**src/hdl/bba_pkg.sv**
```systemverilog
// ----------------------------------------------------------------------------
// bba_pkg
// Shared codes, command and status types for the buddy block allocator.
// ----------------------------------------------------------------------------
package bba_pkg;

  localparam int SIZE_W   = 16;
  localparam int OFF_W    = 10;
  localparam int STAT_W   = 2;
  localparam int MINORD_W = 4;
  localparam int WANT_W   = 5;

  localparam logic [STAT_W-1:0] ST_OK        = 2'd0;
  localparam logic [STAT_W-1:0] ST_NO_SPACE  = 2'd1;
  localparam logic [STAT_W-1:0] ST_NOT_ALLOC = 2'd2;

  localparam logic KIND_FREE = 1'b1;

  typedef enum logic [4:0] {
    OP_NONE,
    OP_CLEAR,
    OP_LOAD,
    OP_ERR,
    OP_SCAN,
    OP_POP_RD,
    OP_POP_TAKE,
    OP_PUSH_L,
    OP_PUSH_R,
    OP_OWN_SET,
    OP_FREE_NODE,
    OP_SRCH_START,
    OP_SRCH_RD,
    OP_SRCH_NEXT,
    OP_SHIFT_RD,
    OP_SHIFT_WR,
    OP_REMOVE_DONE,
    OP_FPUSH,
    OP_RESULT
  } op_t;

  typedef struct packed {
    op_t               op;
    logic [STAT_W-1:0] code;
  } cmd_t;

  typedef struct packed {
    logic clr_last;
    logic is_free;
    logic too_large;
    logic ord_over;
    logic ord_empty;
    logic ord_gt_want;
    logic ord_top;
    logic off_oob;
    logic owner_zero;
    logic match;
    logic idx_last;
    logic out_free;
  } stat_t;

  typedef enum logic [3:0] {
    S_CLEAR,
    S_IDLE,
    S_DECODE,
    S_SCAN,
    S_POP,
    S_TAKE,
    S_PUSHL,
    S_PUSHR,
    S_OWN,
    S_FCHK,
    S_SRD,
    S_SCMP,
    S_SHCHK,
    S_SHWR,
    S_FPUSH,
    S_DONE
  } state_t;

endpackage

```
**src/hdl/bba_ctrl.sv**
```systemverilog
// ----------------------------------------------------------------------------
// bba_ctrl
// Sequencer for allocate and free requests; drives datapath commands.
// ----------------------------------------------------------------------------
module bba_ctrl import bba_pkg::*; (
  input  logic  clk,
  input  logic  rst,
  input  logic  in_valid,
  output logic  in_ready,
  input  stat_t stat,
  output cmd_t  cmd
);

  state_t state, state_next;

  always_ff @(posedge clk) begin
    if (rst) begin
      state <= S_CLEAR;
    end else begin
      state <= state_next;
    end
  end

  always_comb begin
    state_next = state;
    cmd.op     = OP_NONE;
    cmd.code   = ST_OK;
    in_ready   = 1'b0;
    case (state)
      S_CLEAR: begin
        cmd.op = OP_CLEAR;
        if (stat.clr_last) state_next = S_IDLE;
      end
      S_IDLE: begin
        in_ready = 1'b1;
        if (in_valid) begin
          cmd.op     = OP_LOAD;
          state_next = S_DECODE;
        end
      end
      S_DECODE: begin
        if (!stat.is_free) begin
          if (stat.too_large) begin
            cmd.op     = OP_ERR;
            cmd.code   = ST_NO_SPACE;
            state_next = S_DONE;
          end else begin
            state_next = S_SCAN;
          end
        end else if (stat.off_oob || stat.owner_zero) begin
          cmd.op     = OP_ERR;
          cmd.code   = ST_NOT_ALLOC;
          state_next = S_DONE;
        end else begin
          cmd.op     = OP_FREE_NODE;
          state_next = S_FCHK;
        end
      end
      S_SCAN: begin
        if (stat.ord_over) begin
          cmd.op     = OP_ERR;
          cmd.code   = ST_NO_SPACE;
          state_next = S_DONE;
        end else if (stat.ord_empty) begin
          cmd.op = OP_SCAN;
        end else begin
          state_next = S_POP;
        end
      end
      S_POP: begin
        cmd.op     = OP_POP_RD;
        state_next = S_TAKE;
      end
      S_TAKE: begin
        cmd.op     = OP_POP_TAKE;
        state_next = stat.ord_gt_want ? S_PUSHL : S_OWN;
      end
      S_PUSHL: begin
        cmd.op     = OP_PUSH_L;
        state_next = S_PUSHR;
      end
      S_PUSHR: begin
        cmd.op     = OP_PUSH_R;
        state_next = S_POP;
      end
      S_OWN: begin
        cmd.op     = OP_OWN_SET;
        state_next = S_DONE;
      end
      S_FCHK: begin
        if (stat.ord_top || stat.ord_empty) begin
          state_next = S_FPUSH;
        end else begin
          cmd.op     = OP_SRCH_START;
          state_next = S_SRD;
        end
      end
      S_SRD: begin
        cmd.op     = OP_SRCH_RD;
        state_next = S_SCMP;
      end
      S_SCMP: begin
        if (stat.match) begin
          state_next = S_SHCHK;
        end else if (stat.idx_last) begin
          state_next = S_FPUSH;
        end else begin
          cmd.op     = OP_SRCH_NEXT;
          state_next = S_SRD;
        end
      end
      S_SHCHK: begin
        // close the gap left by the buddy, then climb one order
        if (stat.idx_last) begin
          cmd.op     = OP_REMOVE_DONE;
          state_next = S_FCHK;
        end else begin
          cmd.op     = OP_SHIFT_RD;
          state_next = S_SHWR;
        end
      end
      S_SHWR: begin
        cmd.op     = OP_SHIFT_WR;
        state_next = S_SHCHK;
      end
      S_FPUSH: begin
        cmd.op     = OP_FPUSH;
        state_next = S_DONE;
      end
      S_DONE: begin
        if (stat.out_free) begin
          cmd.op     = OP_RESULT;
          state_next = S_IDLE;
        end
      end
      default: begin
        state_next = S_IDLE;
      end
    endcase
  end

endmodule

```
**config.mk**
```make
export PLATFORM = sky130hd
export DESIGN_NAME = bba_ctrl
export DESIGN_NICKNAME = d
export VERILOG_FILES = /design/src/hdl/bba_pkg.sv /design/src/hdl/bba_ctrl.sv
export SDC_FILE = /design/constraint.sdc
export NUM_CORES = 1
export LEC_CHECK = 0
export BUFFER_PORTS_ARGS = -buffer_cell sky130_fd_sc_hd__buf_4
export CAP_MARGIN = 20
export CORE_AREA = 8 8 47 49
export CTS_BUF_LIST = sky130_fd_sc_hd__clkbuf_4 sky130_fd_sc_hd__clkbuf_8
export DETAILED_ROUTE_END_ITERATION = 16
export DIE_AREA = 0 0 55 57
export HOLD_SLACK_MARGIN = 0.06
export PLACE_DENSITY = 0.77
export RECOVER_POWER = 25
export SYNTH_ARGS = -nofsm -noshare
export SYNTH_HDL_FRONTEND = slang
export SYNTH_SLANG_ARGS = --single-unit
```
**constraint.sdc**
```tcl
create_clock -name clk -period 1.5 [get_ports clk]
set_input_delay 0 -clock clk [delete_from_list [all_inputs] [get_ports clk]]
set_output_delay 0 -clock clk [all_outputs]
set_load 0.05 [all_outputs]
```
Word-level counts from Yosys, hierarchy flattened
Index checks and enable logic that the tools add are counted.
{ "word_totals": {"word_cells": 55, "reg_bits": 4, "output_inout_bits": 8, "ramBits": 0, "rom_bits": 0, "n_memories": 0, "latch_bits": 0} }
{ "op_classes": {"eq_ne": 19, "reduce_logical": 5, "n_shift": 0, "magnitude_cmp": 0, "addsub": 0, "n_div": 0, "n_bitwise": 0, "mul": 0, "muxes": 30} }
{ "op_table": {"columns": ["operator", "n"], "rows": [
  ["$pmux W5 S16", 1],
  ["$pmux W4 S15", 1],
  ["$mux W4", 13],
  ["$eq A4 B4 Y1 const B", 8],
  ["$mux W3", 7],
  ["$eq A4 B3 Y1 const B", 4],
  ["$mux W5", 2],
  ["$eq A4 B2 Y1 const B", 2],
  ["$mux W7", 1],
  ["$ne A2 B2 Y1 const B", 3],
  ["$eq A4 B1 Y1 const B", 1],
  ["$logic_not A4 Y1", 1],
  ["$mux W2", 2],
  ["$pmux W2 S2", 1],
  ["$reduce_and A4 Y1", 1],
  ["$ne A3 B3 Y1 const B", 1],
  ["$logic_or A1 B1 Y1", 2],
  ["$mux W1", 2],
  ["$reduce_or A2 Y1", 1]
]} }

Longest topological paths before layout
Gate-level depths: netlist of the first run.
{ "depth": {"depth_word": 4, "mapped_depth": 6, "mapped_depth_nobuf": 5} }

Least setup slack after synthesis of the first run
OpenSTA, ideal clock, no wires.
{ "synth_path": {"kind": "reg2out", "start": "register state[3]", "end": "output cmd[1] (netlist bit)", "stages_incl_launch_ff": 3, "setup_slack_ns": -0.709, "t_arrival_ns": 2.209, "required_time_ns": 1.500, "cell_sequence": "dfxtp_1 > or2_4 > nor4b_1"} }
{ "synth_lines": {"columns": ["item", "line_no", "text"], "rows": [
  ["from (decl)", "bba_ctrl.sv:14", "state_t state, state_next;"],
  ["from (signal assigned)", "bba_ctrl.sv:20", "state <= state_next;"],
  ["to (decl)", "bba_ctrl.sv:11", "output cmd_t cmd"]
]} }

==> impl_metrics.toml, run 1 <==
[placement]
hpwl_um = 1854
place_area_um2 = 977.2
gp_congestion = 0.9360
dpl_worst_slack_ps = -46.19
portBuffers = 22
placed_cells_incl_taps = 154

[power_and_ir_drop]
p_leak_nw = 0.5192
irDropWorstVdd_v = 0.0007604
power_density_mw_per_mm2 = 923.8

[worst_setup_path]
crit_end = "cmd[3]"
regToRegSetupSlack_ps = 30
worst_r2r_path_depth = 6
critPathLaunch = "state[3]$_SDFFE_PP0P_"
reg2reg_to = "state[2]$_SDFFE_PP0P_"
path_buf_inv = 1
worstPathRequired_ps = 1500
startpoint_type = "flip-flop"
critical-path-top-delay-family = "compound AO/OA/AOI/OAI gates"
r2r-start = "state[3]$_SDFFE_PP0P_"
crit_fanout = 8
critPathSlowestCell = "dfxtp_4"
path_cells = "nor4b_4 > a31oi_2 > nor3_2 > a2111o_1 > buf_6"
cp.arrival_ps = 1510
cp.depth = 5
cp-end-kind = "output port"
critPathMaxStageDelay_ps = 380
critPathKind = "reg2out"

[layout]
final_cell_area_mm2 = 0.001221
regMostFlops = "state"
finalCoreUtilization = 0.7746
final_common_cell = "buf_4"
nets = 165
final_cell_mix = "30 x buf_4, 14 x nand2_1, 14 x buf_6"
largest_reg_flops = 4
num_antenna_cells = 0
fill_cells = 122
drive_gt1_frac = 0.5270
stdcell_count = 165
largestRegisters = "state: 4 flops"
area_delta_synth_final_pct = 69.74

[clock_tree]
clkTransAtPathRegs_ps = 40
tritoncts = "built"
htreeDepth = 1
cts_made_buffers = 3
cts_sinks = 4
worstSkewPairLatency_ps = 230
cts_root_buffer = "clkbuf_4"
cts_buffer_depth = 2

[grt]
grt_max_degree = 13
grt_pass1_vias = 973
grt_overflow = 0
grt.total_usage = 0.1778
grt_pass1_wl_um = 4450
antenna_found_initial = 0

[detailed_routing]
routed_wl_um = 2908
routedWlPerCell_um = 17.62
drt_first_pass_iters = 4
num_vias = 1071
drt_iter0_markers = 47
ant_nets = 0
drc = 0
avgViaCountPerCell = 6.491

[timing]
fin_crit_sh = 1.010
max_slew_margin = 0.8148
fin_worst_skew_ps = 3.602
period_minus_slack_ps = 1514
setup_violations = 1
layout_setup_ws_ps = -14.33
timing.fmax_ghz = 0.6604
tightestPinTransition_ps = 276.1
rsz0062_at_grt = "yes"
finalHoldViolations = 0
slew_violations = 0

[floorplanning]
initial_core_util = 0.4563
ios = 23
core_mm2 = 0.001577
fp-row-count = 15
die-area_mm2 = 0.003135
fp.dieW_um = 55
die_y_um = 57

[logic_synthesis]
syn_inst = 108
ys_types = 44
yosysWarnings = 0
syn-cell-area_um2 = 719.4
netlist_top_cells_area = "dfxtp_1 11%, nand2_1 7.8%, a21oi_1 6.3%, buf_6 6.3%, nor2_1 5.7%"
yosysTopAreaCell = "dfxtp_1"
ys_ff_latch = 4
synth_nets = 123
avgSynthCellArea_um2 = 6.661
synth_top_area_frac = 0.1113
yosysSeqAreaShare = 0.1113

[job]
maxCapViolations = 0

[run_status]
outcome = "finished with violations"
violations = "negative setup slack"

[hold_path]
hp-class = "in2reg"
cell usage after synthesis (all sizes together):
cell / number
a311oi: 1
a211oi: 1
a31oi: 2
nand3b: 2
buf: 9
a41oi: 1
a21oi: 9
xnor2: 1
a2111o: 1
nand4: 1
o22ai: 1
nor4: 2
a21o: 1
o21ai: 11
o31ai: 1
o211ai: 1
nor3: 8
o311a: 1
o221ai: 1
nand2b: 4
nor2: 11
a32oi: 1
nor2b: 1
nor4b: 2
a21boi: 1
nand2: 16
or2: 1
inv: 3
nand4b: 1
dfxtp: 4
o311ai: 1
or3: 1
and2b: 1
a22oi: 1
nand3: 4
where the power goes:
| group | total [mW] | internal [mW] | switching, mW | leakage (nW) |
|---|---|---|---|---|
| clock | 0.131 | 0.0893 | 0.0419 | 0.0138 |
| combinational | 0.830 | 0.366 | 0.464 | 0.470 |
| sequential | 0.167 | 0.127 | 0.0396 | 0.0352 |
cell families (layout without fill, tap and decap cells):
logic type	Yosys count	in the layout	synth area share
AND/OR/NAND/NOR	55	55	0.4278
flip-flops	4	4	0.1113
buffers and inverters	12	52	0.1235
XOR/XNOR	1	1	0.01218
AO/OA/AOI/OAI	36	36	0.3252
layout make-up:
class	count	area, µm²	share of cell area
Multi-Input combinational cell	92	673.1	0.5512
Timing Repair Buffer	46	397.9	0.3258
Sequential cell	4	92.59	0.07582
Clock buffer	3	22.52	0.01844
Tap cell	17	21.27	0.01742
Inverter	3	13.76	0.01127
worst register-to-register path, cell delays in order, from the launching register on:
cell and delay [ps]:
dfxtp_4 380, or2_4 280, nor3_4 250, buf_6 140, a21oi_2 50, o311a_1 120, o31ai_2 160
metal layers:
layer / track usage / vias to the layer above / share of wire
met5: 0 / - / 0
met4: 0.06529 / 0 / 0.028
met3: 0.02597 / 12 / 0.096
met2: 0.2869 / 74 / 0.50
met1: 0.2265 / 497 / 0.38
li1: - / 488 / -
stage by stage:
step	total power, mW	hold WS [ps]	TNS [ps]
after floorplan	0.6069	69.07	-13.44
after global placement	0.7926	206.3	-6.442
after detailed placement	0.8013	208.9	-143.7
after CTS	1.064	63.88	0
after global routing	1.188	111.7	-215.2
final	1.128	62.79	-14.33
how the worst min path moves through the flow:
stage / from / to / slack [ps] / cells after the start
6_report: stat[11] / state[0]$_SDFFE_PP0P_ / 60 / 3
5_1_grt: stat[0] / state[2]$_SDFFE_PP0P_ / 110 / 3
4_1_cts: stat[11] / state[0]$_SDFFE_PP0P_ / 60 / 3
2_1_floorplan: rst / state[1]$_SDFFE_PP0P_ / 70 / 1
3_3_place_gp: rst / state[3]$_SDFFE_PP0P_ / 210 / 2
3_5_place_dp: rst / state[1]$_SDFFE_PP0P_ / 210 / 2
what timing repair did:
item | CTS | global route
resized for setup | 30 | 13
pin swaps | 5 | 9
hold endpoints to repair | 4 | 0
setup buffers | 7 | 1
endpoints found under the setup margin | 10 | 7
hold buffers | 1 | 0
Note: power is estimated with default switching activity, not from simulation.
==> inputs of run 2 (changes only) <==
--- a/config.mk
+++ b/config.mk
@@ -7,12 +7,12 @@
 export LEC_CHECK = 0
 export BUFFER_PORTS_ARGS = -buffer_cell sky130_fd_sc_hd__buf_4
 export CAP_MARGIN = 20
-export CORE_AREA = 8 8 47 49
+export CORE_AREA = 2 2 41 43
 export CTS_BUF_LIST = sky130_fd_sc_hd__clkbuf_4 sky130_fd_sc_hd__clkbuf_8
 export DETAILED_ROUTE_END_ITERATION = 16
-export DIE_AREA = 0 0 55 57
+export DIE_AREA = 0 0 43 45
 export HOLD_SLACK_MARGIN = 0.06
-export PLACE_DENSITY = 0.77
+export PLACE_DENSITY = 0.84
 export RECOVER_POWER = 25
 export SYNTH_ARGS = -nofsm -noshare
 export SYNTH_HDL_FRONTEND = slang
==> run 2 against run 1 <==
  * Final area up 10%
  * Utilization increased by 14 points
  * Count of clock-buffer cells in the layout unchanged
  * Sequential share of layout area down 0.89 points
  * The flow still finishes with violations (negative setup slack)
  * Setup slack worse by 130 ps
  * Power is 15% higher
  * Cell count is 6.1% higher
  * Global-route usage increased by 18 points
  * Routed wire length is 24% higher
  * Clock skew increased by 9.3 ps
==> impl_metrics.toml, run 2 (same netlist as run 1, synthesis figures left out) <==
[job]
maxCapViolations = 0

[clock_tree]
tritoncts = "built"
worstSkewPairLatency_ps = 250
cts_buffer_depth = 2
cts_root_buffer = "clkbuf_4"
cts_made_buffers = 3
clkTransAtPathRegs_ps = 50
htreeDepth = 1
cts_sinks = 4

[timing]
finalSetupTns_ps = -464.1
max_slew_margin = 0.7911
finalHoldViolations = 0
period_minus_slack_ps = 1642
timing.fmax_ghz = 0.6090
fin_worst_skew_ps = 12.89
setup_violations = 6
tightestPinTransition_ps = 310.5
rsz0062_at_grt = "yes"
layout_setup_ws_ps = -141.9
slew_violations = 0
fin_crit_sh = 1.095

[worst_setup_path]
startpoint_type = "flip-flop"
crit_fanout = 6
worst_r2r_path_depth = 6
worstPathRequired_ps = 1500
cp-end-kind = "output port"
critPathKind = "reg2out"
r2r-start = "state[0]$_SDFFE_PP0P_"
reg2reg_to = "state[2]$_SDFFE_PP0P_"
regToRegSetupSlack_ps = -100
cp.arrival_ps = 1640

[layout]
largestRegisters = "state: 4 flops"
final_cell_area_mm2 = 0.001346
final_cell_mix = "46 x buf_4, 14 x nand2_1, 11 x nor2_1"
final_common_cell = "buf_4"
fill_cells = 59
num_antenna_cells = 0
nets = 176
regMostFlops = "state"
area_delta_synth_final_pct = 87.13
drive_gt1_frac = 0.5660
largest_reg_flops = 4

[placement]
hpwl_um = 1785
place_area_mm2 = 0.001033
portBuffers = 22
gp_congestion = 0.8865

[detailed_routing]
drt_iter0_markers = 81
num_vias = 1168
routed_wl_um = 3595
drc = 0
ant_nets = 0
drt_first_pass_iters = 5
routedWlPerCell_um = 20.54
avgViaCountPerCell = 6.674

[power_and_ir_drop]
p_comb_frac = 0.773
switching_power_uw = 609.1
p_int_uw = 692.1
power_density_mw_per_mm2 = 966.5
p_leak_nw = 0.5937
irDropWorstVdd_v = 0.0008977
swShare = 0.4681
p_seq_frac = 0.115
clockPowerShare = 0.112

[floorplanning]
die-area_mm2 = 0.001935
fp.dieW_um = 43
ios = 23
core_mm2 = 0.001471
initial_core_util = 0.4889
die_y_um = 45
fp-row-count = 14

[hold_path]
min_delay_worst_endpoint = "state[0]$_SDFFE_PP0P_"
min_path_cells = 3
hp-class = "in2reg"
hold_path.startpoint = "stat[11]"

[grt]
grt_overflow = 0
grt_pass1_wl_um = 5237
antenna_found_initial = 0
grt_max_degree = 15
grt.total_usage = 0.3627
grt_pass1_vias = 1085

[run_status]
violations = "negative setup slack"
outcome = "finished with violations"
run 2: changes by cell type in the layout (fill, tap and decap cells not counted), moves of 2 or more:
| cell | change |
|---|---|
| nor3_2 | -2 |
| buf_4 | +16 |
| buf_6 | -6 |
| nor3_1 | +2 |
run 2: worst max-delay path by stage:
stage	start	to	cells after the start
after floorplan	state[3]$_SDFFE_PP0P_	cmd[1]	2
after global placement	state[3]$_SDFFE_PP0P_	state[3]$_SDFFE_PP0P_	4
after detailed placement	state[3]$_SDFFE_PP0P_	cmd[2]	6
after CTS	state[0]$_SDFFE_PP0P_	cmd[2]	6
after global routing	state[1]$_SDFFE_PP0P_	cmd[3]	5
final	state[1]$_SDFFE_PP0P_	cmd[3]	5
run 2: stage by stage:
stage	total power [mW]	instances	hold slack (ps)	util	setup WS [ps]
global route	1.351	175	65.85	0.9150	-184.4
CTS	1.163	174	76.90	0.8503	-43.21
detailed placement	0.8526	159	205.1	0.7024	-86.17
floorplan	0.6069	108	69.07	-	-13.44
finish	1.301	175	59.06	0.9150	-141.9
global placement	0.8407	159	199.6	0.7024	60.17
run 2: final cells by class:
type / count / area [µm²] / area share
Clock buffer: 3 / 22.52 / 0.01673
Sequential cell: 4 / 90.09 / 0.06691
Timing Repair Buffer: 57 / 498.0 / 0.3699
Tap cell: 16 / 20.02 / 0.01487
Multi-Input combinational cell: 92 / 699.4 / 0.5195
Inverter: 3 / 16.27 / 0.01208
run 2: timing repair:
action                                  4_1_cts  5_1_grt
resized for setup                            22       19
cloned                                        1        0
pin swaps                                     4       10
hold buffers                                  1        0
endpoints found under the hold margin         4        0
buffers inserted                             10        1
endpoints found under the setup margin        6        8
run 2: power groups by stage:
stage | Combinational, mW | Clock [mW] | Sequential, mW
final | 1.01 | 0.145 | 0.149
after global placement | 0.695 | 0 | 0.145
after detailed placement | 0.707 | 0 | 0.146
after global routing | 1.05 | 0.154 | 0.150
after floorplan | 0.473 | 0 | 0.134
after CTS | 0.877 | 0.139 | 0.146
run 2: per-layer routing:
layer  up-vias  share of wire  global-route usage  wire [µm]
met2        95           0.49              0.6000       1774
met3        39          0.093             0.09600        336
met4         0          0.066              0.1758        238
met5         -              0                   0          0
met1       529           0.35              0.4404       1246
li1        505              -                   -          -
run 2: critical path: stages, from the launching register on:
cell and delay, ps:
dfxtp_4 370, nor4b_4 340, a31oi_4 60, nor3_2 270, a2111o_1 190, buf_6 160
